$ cat config.mk
export PLATFORM = sky130hd
export DESIGN_NAME = line_position_pd_drive_core
export DESIGN_NICKNAME = d
export VERILOG_FILES = /design/src/design/lpd_pkg.sv /design/src/design/lpd_lane.sv /design/src/design/lpd_merge.sv /design/src/design/lpd_div.sv /design/src/design/lpd_pd.sv /design/src/design/line_position_pd_drive_core.sv
export SDC_FILE = /design/constraint.sdc
export NUM_CORES = 2
export LEC_CHECK = 0
export BUFFER_PORTS_ARGS = -buffer_cell sky130_fd_sc_hd__clkbuf_2
export CORE_ASPECT_RATIO = 0.75
export CORE_MARGIN = 2
export CORE_UTILIZATION = 29
export CTS_BUF_LIST = sky130_fd_sc_hd__clkbuf_16
export DETAILED_ROUTE_END_ITERATION = 8
export SYNTH_ARGS = -nofsm -noshare
export SYNTH_HDL_FRONTEND = slang
export SYNTH_SLANG_ARGS = --single-unit
$ cat constraint.sdc
create_clock -name clk -period 10.1 [get_ports clk]
set_clock_uncertainty 0.15 [all_clocks]
set_input_delay 2.02 -clock clk [delete_from_list [all_inputs] [get_ports clk]]
set_output_delay 2.02 -clock clk [all_outputs]
set_load 0.01 [all_outputs]
$ cat src/design/lpd_pkg.sv
`timescale 1ns / 1ps
`default_nettype none

package lpd_pkg;

  // Fixed field widths of the channels and registers.
  localparam int SENSOR_W   = 11;
  localparam int POS_W      = 13;
  localparam int DUTY_W     = 8;
  localparam int GAIN_W     = 16;
  localparam int SHIFT_W    = 4;
  localparam int ERR_W      = 14;
  localparam int CFG_IDX_W  = 3;
  localparam int CFG_DATA_W = 16;
  localparam int NUM_PORTS  = 8;

  // Position scale and reset values.
  localparam int POS_STEP    = 1000;
  localparam int POS_MAX     = 8000;
  localparam int POS_RESET   = 4500;
  localparam int FLOOR_RESET = 200;
  localparam int MAX_RESET   = 255;
  localparam int START_RESET = 0;

  typedef enum logic [CFG_IDX_W-1:0] {
    REG_BASE_DUTY     = 3'd0,
    REG_START_SPEED   = 3'd1,
    REG_PROP_GAIN     = 3'd2,
    REG_DERIV_GAIN    = 3'd3,
    REG_GAIN_SHIFT    = 3'd4,
    REG_NOISE_FLOOR   = 3'd5,
    REG_CENTRE_TARGET = 3'd6
  } lpd_reg_t;

  typedef enum logic [2:0] {
    ST_IDLE,
    ST_SUM,
    ST_LOAD,
    ST_DIV,
    ST_MUL,
    ST_SHIFT,
    ST_CLAMP
  } lpd_state_t;

  typedef struct packed {
    logic sum_en;
    logic div_start;
    logic hold_en;
    logic mul_en;
    logic shift_en;
    logic commit;
  } lpd_ctrl_t;

endpackage

`default_nettype wire

$ cat src/design/lpd_lane.sv
`timescale 1ns / 1ps
`default_nettype none

// One sensor lane: saturate, apply the noise floor and weight the reading.
module lpd_lane
  import lpd_pkg::*;
#(
  parameter int WEIGHT      = 1000,
  parameter int READING_MAX = 2000,
  parameter int NUM_W       = 27
) (
  input  wire logic                clk,
  input  wire logic                load,
  input  wire logic [SENSOR_W-1:0] noise_floor,
  input  wire logic [SENSOR_W-1:0] reading,
  output logic      [SENSOR_W-1:0] level,
  output logic      [NUM_W-1:0]    product
);

  localparam logic [SENSOR_W-1:0] SAT      = SENSOR_W'(READING_MAX);
  localparam logic [NUM_W-1:0]    WEIGHT_V = NUM_W'(WEIGHT);

  logic [SENSOR_W-1:0] sat_val;
  logic [SENSOR_W-1:0] level_next;
  logic [NUM_W-1:0]    product_next;

  always_comb begin
    sat_val      = (reading > SAT) ? SAT : reading;
    level_next   = (sat_val < noise_floor) ? '0 : sat_val;
    product_next = NUM_W'(level_next) * WEIGHT_V;
  end

  always_ff @(posedge clk) begin
    if (load) begin
      level   <= level_next;
      product <= product_next;
    end
  end

endmodule

`default_nettype wire

$ cat src/design/lpd_merge.sv
`timescale 1ns / 1ps
`default_nettype none

// Adds up what the lanes found: weighted numerator and plain reading sum.
module lpd_merge
  import lpd_pkg::*;
#(
  parameter int N     = 8,
  parameter int NUM_W = 27,
  parameter int DEN_W = 14
) (
  input  wire logic                clk,
  input  wire logic                load,
  input  wire logic [SENSOR_W-1:0] level   [N],
  input  wire logic [NUM_W-1:0]    product [N],
  output logic      [NUM_W-1:0]    num,
  output logic      [DEN_W-1:0]    den
);

  logic [NUM_W-1:0] num_next;
  logic [DEN_W-1:0] den_next;

  always_comb begin
    num_next = '0;
    den_next = '0;
    for (int i = 0; i < N; i++) begin
      num_next = num_next + product[i];
      den_next = den_next + DEN_W'(level[i]);
    end
  end

  always_ff @(posedge clk) begin
    if (load) begin
      num <= num_next;
      den <= den_next;
    end
  end

endmodule

`default_nettype wire

$ cat src/design/lpd_div.sv
`timescale 1ns / 1ps
`default_nettype none

// Restoring divider, one quotient bit per cycle. The numerator register
// shifts out dividend bits and shifts in quotient bits.
module lpd_div
  import lpd_pkg::*;
#(
  parameter int NUM_W = 27,
  parameter int DEN_W = 14
) (
  input  wire logic             clk,
  input  wire logic             rst,
  input  wire logic             start,
  input  wire logic [NUM_W-1:0] num,
  input  wire logic [DEN_W-1:0] den,
  output logic      [NUM_W-1:0] quo,
  output logic                  done
);

  localparam int CNT_W = $clog2(NUM_W + 1);

  logic [CNT_W-1:0] cnt;
  logic [DEN_W-1:0] rem;
  logic [DEN_W-1:0] divisor;
  logic [DEN_W:0]   rem_sh;
  logic [DEN_W:0]   rem_sub;
  logic             ge;

  always_comb begin
    rem_sh  = {rem, quo[NUM_W-1]};
    ge      = rem_sh >= {1'b0, divisor};
    rem_sub = rem_sh - {1'b0, divisor};
  end

  always_ff @(posedge clk) begin
    if (rst) begin
      cnt  <= '0;
      done <= 1'b0;
    end else if (start) begin
      cnt  <= CNT_W'(NUM_W);
      done <= 1'b0;
    end else begin
      done <= (cnt == CNT_W'(1));
      if (cnt != '0) begin
        cnt <= cnt - CNT_W'(1);
      end
    end
  end

  always_ff @(posedge clk) begin
    if (start) begin
      rem     <= '0;
      quo     <= num;
      divisor <= den;
    end else if (cnt != '0) begin
      rem <= ge ? rem_sub[DEN_W-1:0] : rem_sh[DEN_W-1:0];
      quo <= {quo[NUM_W-2:0], ge};
    end
  end

endmodule

`default_nettype wire

$ cat src/design/lpd_pd.sv
`timescale 1ns / 1ps
`default_nettype none

// PD term, soft-start ramp and duty clamping over three steps.
module lpd_pd
  import lpd_pkg::*;
(
  input  wire logic              clk,
  input  wire logic              rst,
  input  wire lpd_ctrl_t         ctrl,
  input  wire logic [POS_W-1:0]  position,
  input  wire logic [POS_W-1:0]  centre,
  input  wire logic [GAIN_W-1:0] prop_gain,
  input  wire logic [GAIN_W-1:0] deriv_gain,
  input  wire logic [SHIFT_W-1:0] gain_shift,
  input  wire logic [DUTY_W-1:0] base_duty,
  input  wire logic [DUTY_W-1:0] start_speed,
  input  wire logic              ramp_load,
  output logic      [DUTY_W-1:0] left,
  output logic      [DUTY_W-1:0] right
);

  logic signed [ERR_W-1:0]  err_next;
  logic signed [ERR_W:0]    diff;
  logic signed [GAIN_W:0]   kp_s;
  logic signed [GAIN_W:0]   kd_s;
  logic signed [30:0]       p_next;
  logic signed [31:0]       d_next;
  logic signed [32:0]       pd_sum;
  logic signed [34:0]       left_raw;
  logic signed [34:0]       right_raw;
  logic signed [34:0]       limit_s;
  logic        [DUTY_W-1:0] limit;

  // Registers
  logic signed [ERR_W-1:0]  err;
  logic signed [ERR_W-1:0]  prev_err;
  logic signed [30:0]       p_term;
  logic signed [31:0]       d_term;
  logic signed [32:0]       term;
  logic        [DUTY_W-1:0] ramp;

  always_comb begin
    err_next = $signed({1'b0, position}) - $signed({1'b0, centre});
    kp_s     = $signed({1'b0, prop_gain});
    kd_s     = $signed({1'b0, deriv_gain});
    diff     = err_next - prev_err;
    p_next   = kp_s * err_next;
    d_next   = kd_s * diff;
    pd_sum   = p_term + d_term;
  end

  // The ramp caps the duties until it has climbed to the base duty.
  always_comb begin
    limit     = (ramp < base_duty) ? ramp : base_duty;
    limit_s   = $signed({1'b0, limit});
    left_raw  = $signed({1'b0, base_duty}) + term;
    right_raw = $signed({1'b0, base_duty}) - term;
    if (left_raw < 0) begin
      left = '0;
    end else if (left_raw > limit_s) begin
      left = limit;
    end else begin
      left = left_raw[DUTY_W-1:0];
    end
    if (right_raw < 0) begin
      right = '0;
    end else if (right_raw > limit_s) begin
      right = limit;
    end else begin
      right = right_raw[DUTY_W-1:0];
    end
  end

  always_ff @(posedge clk) begin
    if (ctrl.mul_en) begin
      err    <= err_next;
      p_term <= p_next;
      d_term <= d_next;
    end
    if (ctrl.shift_en) begin
      term <= pd_sum >>> gain_shift;
    end
  end

  always_ff @(posedge clk) begin
    if (rst) begin
      prev_err <= '0;
      ramp     <= DUTY_W'(START_RESET);
    end else begin
      if (ctrl.shift_en) begin
        prev_err <= err;
      end
      if (ramp_load) begin
        ramp <= start_speed;
      end else if (ctrl.commit && (ramp < base_duty)) begin
        ramp <= ramp + DUTY_W'(1);
      end
    end
  end

endmodule

`default_nettype wire

$ cat src/design/line_position_pd_drive_core.sv
`timescale 1ns / 1ps
`default_nettype none

// Channel | Signals                                   | Direction
// --------+-------------------------------------------+----------
// in      | in_valid, in_ready, sensor_0 .. sensor_7  | sink
// out     | out_valid, out_ready, left_duty,          | source
//         | right_duty, line_position                 |
// cfg     | cfg_we, cfg_index, cfg_data               | sink
//
// A frame passes the sequencer states SUM, LOAD, DIV, MUL, SHIFT and CLAMP,
// with the bit-serial divider in DIV taking longest; the next frame is taken
// only when the sequencer is back in IDLE: one frame is in flight at a time.
// Reset is synchronous and returns registers, position history and ramp to
// their defaults. A new frame is taken while the last result still waits on
// out_ready; a stalled output holds the final step until it is taken.

module line_position_pd_drive_core
  import lpd_pkg::*;
#(
  parameter int NUM_SENSORS = 8,
  parameter int READING_MAX = 2000
) (
  input  wire logic                  clk,
  input  wire logic                  rst,
  input  wire logic                  in_valid,
  output logic                       in_ready,
  input  wire logic [SENSOR_W-1:0]   sensor_0,
  input  wire logic [SENSOR_W-1:0]   sensor_1,
  input  wire logic [SENSOR_W-1:0]   sensor_2,
  input  wire logic [SENSOR_W-1:0]   sensor_3,
  input  wire logic [SENSOR_W-1:0]   sensor_4,
  input  wire logic [SENSOR_W-1:0]   sensor_5,
  input  wire logic [SENSOR_W-1:0]   sensor_6,
  input  wire logic [SENSOR_W-1:0]   sensor_7,
  output logic                       out_valid,
  input  wire logic                  out_ready,
  output logic      [DUTY_W-1:0]     left_duty,
  output logic      [DUTY_W-1:0]     right_duty,
  output logic      [POS_W-1:0]      line_position,
  input  wire logic                  cfg_we,
  input  wire logic [CFG_IDX_W-1:0]  cfg_index,
  input  wire logic [CFG_DATA_W-1:0] cfg_data
);

  // Worst-case weighted sum and reading sum set the datapath widths.
  localparam int NUM_W =
    $clog2(POS_STEP * NUM_SENSORS * (NUM_SENSORS + 1) / 2 * READING_MAX + 1);
  localparam int DEN_W = $clog2(NUM_SENSORS * READING_MAX + 1);

  // Configuration registers.
  logic [DUTY_W-1:0]   base_duty;
  logic [GAIN_W-1:0]   prop_gain;
  logic [GAIN_W-1:0]   deriv_gain;
  logic [SHIFT_W-1:0]  gain_shift;
  logic [SENSOR_W-1:0] noise_floor;
  logic [POS_W-1:0]    centre_target;

  logic [POS_W-1:0]    held_position;
  lpd_state_t          state;
  lpd_state_t          state_next;
  lpd_ctrl_t           ctrl;

  logic                in_accept;
  logic                ramp_load;
  logic [SENSOR_W-1:0] sensor_arr [NUM_PORTS];
  logic [SENSOR_W-1:0] lane_level [NUM_SENSORS];
  logic [NUM_W-1:0]    lane_prod  [NUM_SENSORS];
  logic [NUM_W-1:0]    num;
  logic [DEN_W-1:0]    den;
  logic [NUM_W-1:0]    quo;
  logic                div_done;
  logic [DUTY_W-1:0]   left_next;
  logic [DUTY_W-1:0]   right_next;

  assign in_accept = in_valid && in_ready;

  assign sensor_arr[0] = sensor_0;
  assign sensor_arr[1] = sensor_1;
  assign sensor_arr[2] = sensor_2;
  assign sensor_arr[3] = sensor_3;
  assign sensor_arr[4] = sensor_4;
  assign sensor_arr[5] = sensor_5;
  assign sensor_arr[6] = sensor_6;
  assign sensor_arr[7] = sensor_7;

  // Writing start_speed also restarts the soft-start ramp from that value.
  assign ramp_load = cfg_we && (cfg_index == REG_START_SPEED);

  always_ff @(posedge clk) begin
    if (rst) begin
      base_duty     <= DUTY_W'(MAX_RESET);
      prop_gain     <= '0;
      deriv_gain    <= '0;
      gain_shift    <= '0;
      noise_floor   <= SENSOR_W'(FLOOR_RESET);
      centre_target <= POS_W'(POS_RESET);
    end else if (cfg_we) begin
      case (lpd_reg_t'(cfg_index))
        REG_BASE_DUTY:     base_duty     <= cfg_data[DUTY_W-1:0];
        // The start speed has no register of its own; a write only
        // reloads the ramp.
        REG_START_SPEED:   ;
        REG_PROP_GAIN:     prop_gain     <= cfg_data[GAIN_W-1:0];
        REG_DERIV_GAIN:    deriv_gain    <= cfg_data[GAIN_W-1:0];
        REG_GAIN_SHIFT:    gain_shift    <= cfg_data[SHIFT_W-1:0];
        REG_NOISE_FLOOR:   noise_floor   <= cfg_data[SENSOR_W-1:0];
        REG_CENTRE_TARGET: centre_target <= cfg_data[POS_W-1:0];
        default: ;
      endcase
    end
  end

  // Each lane captures its reading on the accepting edge and weights it by
  // its position along the bar.
  for (genvar g = 0; g < NUM_SENSORS; g++) begin : g_lane
    lpd_lane #(
      .WEIGHT      (POS_STEP * (g + 1)),
      .READING_MAX (READING_MAX),
      .NUM_W       (NUM_W)
    ) u_lane (
      .clk         (clk),
      .load        (in_accept),
      .noise_floor (noise_floor),
      .reading     (sensor_arr[g]),
      .level       (lane_level[g]),
      .product     (lane_prod[g])
    );
  end

  lpd_merge #(
    .N     (NUM_SENSORS),
    .NUM_W (NUM_W),
    .DEN_W (DEN_W)
  ) u_merge (
    .clk     (clk),
    .load    (ctrl.sum_en),
    .level   (lane_level),
    .product (lane_prod),
    .num     (num),
    .den     (den)
  );

  lpd_div #(
    .NUM_W (NUM_W),
    .DEN_W (DEN_W)
  ) u_div (
    .clk   (clk),
    .rst   (rst),
    .start (ctrl.div_start),
    .num   (num),
    .den   (den),
    .quo   (quo),
    .done  (div_done)
  );

  // A frame with no reading at or above the floor keeps the last position.
  always_ff @(posedge clk) begin
    if (rst) begin
      held_position <= POS_W'(POS_RESET);
    end else if (ctrl.hold_en) begin
      held_position <= quo[POS_W-1:0];
    end
  end

  lpd_pd u_pd (
    .clk         (clk),
    .rst         (rst),
    .ctrl        (ctrl),
    .position    (held_position),
    .centre      (centre_target),
    .prop_gain   (prop_gain),
    .deriv_gain  (deriv_gain),
    .gain_shift  (gain_shift),
    .base_duty   (base_duty),
    .start_speed (cfg_data[DUTY_W-1:0]),
    .ramp_load   (ramp_load),
    .left        (left_next),
    .right       (right_next)
  );

  // Sequencer state.
  always_ff @(posedge clk) begin
    if (rst) begin
      state <= ST_IDLE;
    end else begin
      state <= state_next;
    end
  end

  always_comb begin
    state_next = state;
    case (state)
      ST_IDLE:  if (in_valid) state_next = ST_SUM;
      ST_SUM:   state_next = ST_LOAD;
      ST_LOAD:  state_next = ST_DIV;
      ST_DIV:   if (div_done) state_next = ST_MUL;
      ST_MUL:   state_next = ST_SHIFT;
      ST_SHIFT: state_next = ST_CLAMP;
      ST_CLAMP: if (!out_valid || out_ready) state_next = ST_IDLE;
      default:  state_next = ST_IDLE;
    endcase
  end

  always_comb begin
    ctrl     = '0;
    in_ready = 1'b0;
    case (state)
      ST_IDLE:  in_ready       = 1'b1;
      ST_SUM:   ctrl.sum_en    = 1'b1;
      ST_LOAD:  ctrl.div_start = 1'b1;
      ST_DIV:   ctrl.hold_en   = div_done && (den != '0);
      ST_MUL:   ctrl.mul_en    = 1'b1;
      ST_SHIFT: ctrl.shift_en  = 1'b1;
      ST_CLAMP: ctrl.commit    = !out_valid || out_ready;
      default:  ctrl           = '0;
    endcase
  end

  // Output register: the finished beat waits here while the next frame runs.
  always_ff @(posedge clk) begin
    if (rst) begin
      out_valid <= 1'b0;
    end else if (ctrl.commit) begin
      out_valid <= 1'b1;
    end else if (out_ready) begin
      out_valid <= 1'b0;
    end
  end

  always_ff @(posedge clk) begin
    if (ctrl.commit) begin
      left_duty     <= left_next;
      right_duty    <= right_next;
      line_position <= held_position;
    end
  end

endmodule

`default_nettype wire

==> flow_metrics.py <==
metrics = {
    "logic_synthesis": {
        "muxShareOfSynthArea_pct": 2.34,
        "synthAdderAreaFrac_pct": 40.0,
        "synth_top_family_by_area": "adder cells",
        "postSynthCellCount": 6803,
        "syn_avg_cell_area_um2": 9.90,
        "synth_top_area_share_pct": 23.3,
        "yosysMostFrequentCell": "inv_1",
        "synth_seq_area_share_pct": 23.6,
        "synth_area_um2": 67400,
        "synthTopCellsByCount": "inv_1 (1133), ha_1 (902), fa_1 (783), nand2_1 (669), edfxtp_1 (445)",
        "ys_warn_count": 0,
        "synthArstFlopShare_pct": 0,
        "synth_area_leader_cell": "fa_1",
        "synth_edf_count": 445,
        "ys_ff_latch": 572,
        "synth_xor_area_share_pct": 3.59,
        "synth_compound_area_share_pct": 9.64,
        "synth-main-ff-cell": "edfxtp_1",
        "synth.area.top_cells": "fa_1 (23%), edfxtp_1 (20%), ha_1 (17%)",
        "yosysUniqueCellTypes": 102,
        "synth_fp_nets": 8600,
        "synthSimpleGateAreaFrac_pct": 13.3,
    },
    "worst_setup_path": {
        "end_kind": "register",
        "crit_path_frequent_cell": "fa_1",
        "path_max_fanout": 11,
        "cp.arrival_ns": 9.98,
        "required_ns": 10.40,
        "crit_path_top_delay_cell": "fa_1",
        "crit_path_max_incr_delay_ns": 0.55,
        "cp-start-kind": "register",
        "criticalPathCategory": "register to register",
    },
    "global_routing": {
        "grt_pass1_wl_um": 299000,
        "grt_pass1_vias": 49700,
        "antenna_found_initial": 17,
        "grtUsageTotal_pct": 16.3,
        "globalRouteOverflowTotal": 0,
        "grt_max_degree": 90,
    },
    "timing": {
        "max_freq_mhz": 103,
        "setup-violations-final": 0,
        "period_share_pct": 95.9,
        "slew_headroom_pct": 17.8,
        "worst_pin_slew_ns": 1.23,
        "hold_violations": 0,
        "finalMaxSlewViolations": 0,
        "finalCriticalPeriod_ns": 9.69,
    },
    "cells_and_area": {
        "nets": 8746,
        "fillerInstances": 23600,
        "area_growth_pct": 10.5,
        "layout-drive-gt1-share_pct": 8.00,
        "finalNonFillerCells": 10100,
    },
    "cts": {
        "clkTransAtPathRegs_ns": 0.07,
        "cts-root-buf": "clkbuf_16",
        "clock-sinks": 572,
        "cts_buffers": 60,
        "cts.path.max_buffers": 3,
        "cts_hold_buf": 0,
        "h-tree-depth": 2,
        "cts_tree": "built",
        "clock_latency_ns": 0.71,
    },
    "drt": {
        "drt_iter0_drc": 3899,
        "viasPerCell": 4.87,
        "dr.pass1.iters": 6,
        "vias": 49200,
        "wl_per_cell_um": 19.1,
        "antenna_left": 0,
        "wl_um": 193000,
        "drcViolationCount": 0,
    },
    "floorplanning": {
        "die-area_um2": 236000,
        "io_pins": 143,
        "core_area_um2": 231000,
        "die_h_um": 421,
        "start_util_pct": 29.1,
        "rows": 153,
        "die_w_um": 561,
    },
    "job": {
        "drv_cap": 0,
    },
    "hold_path": {
        "hold_path_class": "register to register",
    },
    "outcome": {
        "status": "finished, final reports clean",
    },
    "place": {
        "globalplace.congestion": 0.950,
        "hpwlAfterDp_um": 157000,
        "port_buffers": 142,
        "dp.cells": 9981,
    },
}
==> placed cells by master (no fill, tap or decap), drive strengths merged, types with 37 or more instances in the layout <==
master,netlist,final
mux2,52,52
xnor2,207,207
nand3,91,91
nor3,113,113
inv,1134,1154
clkbuf,192,204
o21bai,55,55
and2,146,146
a211oi,63,63
and3,63,63
nand2,669,669
edfxtp,445,445
o21ai,135,135
ha,902,902
nand2b,119,119
dfxtp,127,127
o21a,37,37
fa,783,783
xor2,69,69
nor2b,116,116
or3,60,60
a21oi,314,314
a21o,98,98
nor2,294,294
buf,17,152
mux2i,70,70
==> routing by layer <==
layer  track usage (%)  up-vias  share of wire [%]
li1                  -    22900                  -
met1              24.1    24500                 47
met2              24.2     1498                 42
met3              3.57      179                8.6
met4              3.18        2                1.7
met5                 0        -             0.0067
==> final cells by class <==
cell class	count	area (µm²)	share of cell area [%]
multi-input combinational	4887	46600	62.6
sequential	572	15900	21.4
inverter	1135	4260	5.72
tap	3100	3880	5.21
timing repair buffer	293	1860	2.50
clock buffer	63	1580	2.12
clock inverter	51	380	0.511
antenna	5	12.5	0.0168
==> per-stage QoR <==
step / cell area [µm²] / util, % / setup slack [ns] / hold WS, ns / TNS, ns
finish: 74400 / 32.2 / 0.414 / 0.305 / 0
global placement: 72300 / 31.2 / -0.267 / 0.290 / -0.633
CTS: 74300 / 32.1 / 0.0135 / 0.306 / 0
global route: 74400 / 32.2 / -0.0125 / 0.318 / -0.0135
floorplan: 67400 / - / 0.0981 / 0.276 / 0
detailed placement: 72300 / 31.2 / -0.184 / 0.289 / -0.508
==> sequential cells by signal, summed over array words and instances, names as in the netlist, 14 cells and up <==
name / cells
u_div.quo: 27
u_pd.err: 14
deriv_gain: 16
u_merge.den: 14
g_lane.u_lane.level: 88
u_div.rem: 14
prop_gain: 16
u_pd.term: 33
u_pd.prev_err: 14
u_div.divisor: 14
u_pd.d_term: 32
u_pd.p_term: 31
g_lane.u_lane.product: 139
u_merge.num: 24
==> final timing paths <==
check | from | to | slack, ns | cells after the start
setup / recovery | held_position[0]$_SDFFE_PP0P_ | u_pd.d_term[30]$_DFFE_PP_ | 0.41 | 40
hold / removal | u_merge.den[11]$_DFFE_PP_ | u_div.divisor[11]$_DFFE_PP_ | 0.31 | 0
setup reg to reg | held_position[0]$_SDFFE_PP0P_ | u_pd.d_term[30]$_DFFE_PP_ | 0.41 | 40
hold reg to reg | u_merge.den[11]$_DFFE_PP_ | u_div.divisor[11]$_DFFE_PP_ | 0.31 | 0
==> logic make-up (layout without fill, tap and decap cells) <==
group           count (synthesis)  after routing
simple gates                 1822           1822
mux                           135            135
fa+ha+maj                    1685           1685
compound gates                969            969
other cells                     0              5
xor+xnor                      276            276
buf+inv                      1344           1542
flops                         572            572
==> critical path, delay by kind of cell (launching register included) <==
kind | cells | cell delay, ns
fa+ha+maj | 10 | 4.35
buf+inv | 5 | 0.50
flops | 1 | 0.33
compound gates | 18 | 3.00
simple gates | 5 | 0.87
xor+xnor | 2 | 0.25
==> what timing repair did <==
item | in CTS | in global routing
endpoints found under the setup margin | 5 | 11
gates resized for setup | 7 | 35
buffers inserted | 0 | 6
pin swaps | 0 | 12
Power is not shown: default switching activity piles up to over one toggle a cycle in this logic, so the estimate is an artifact.
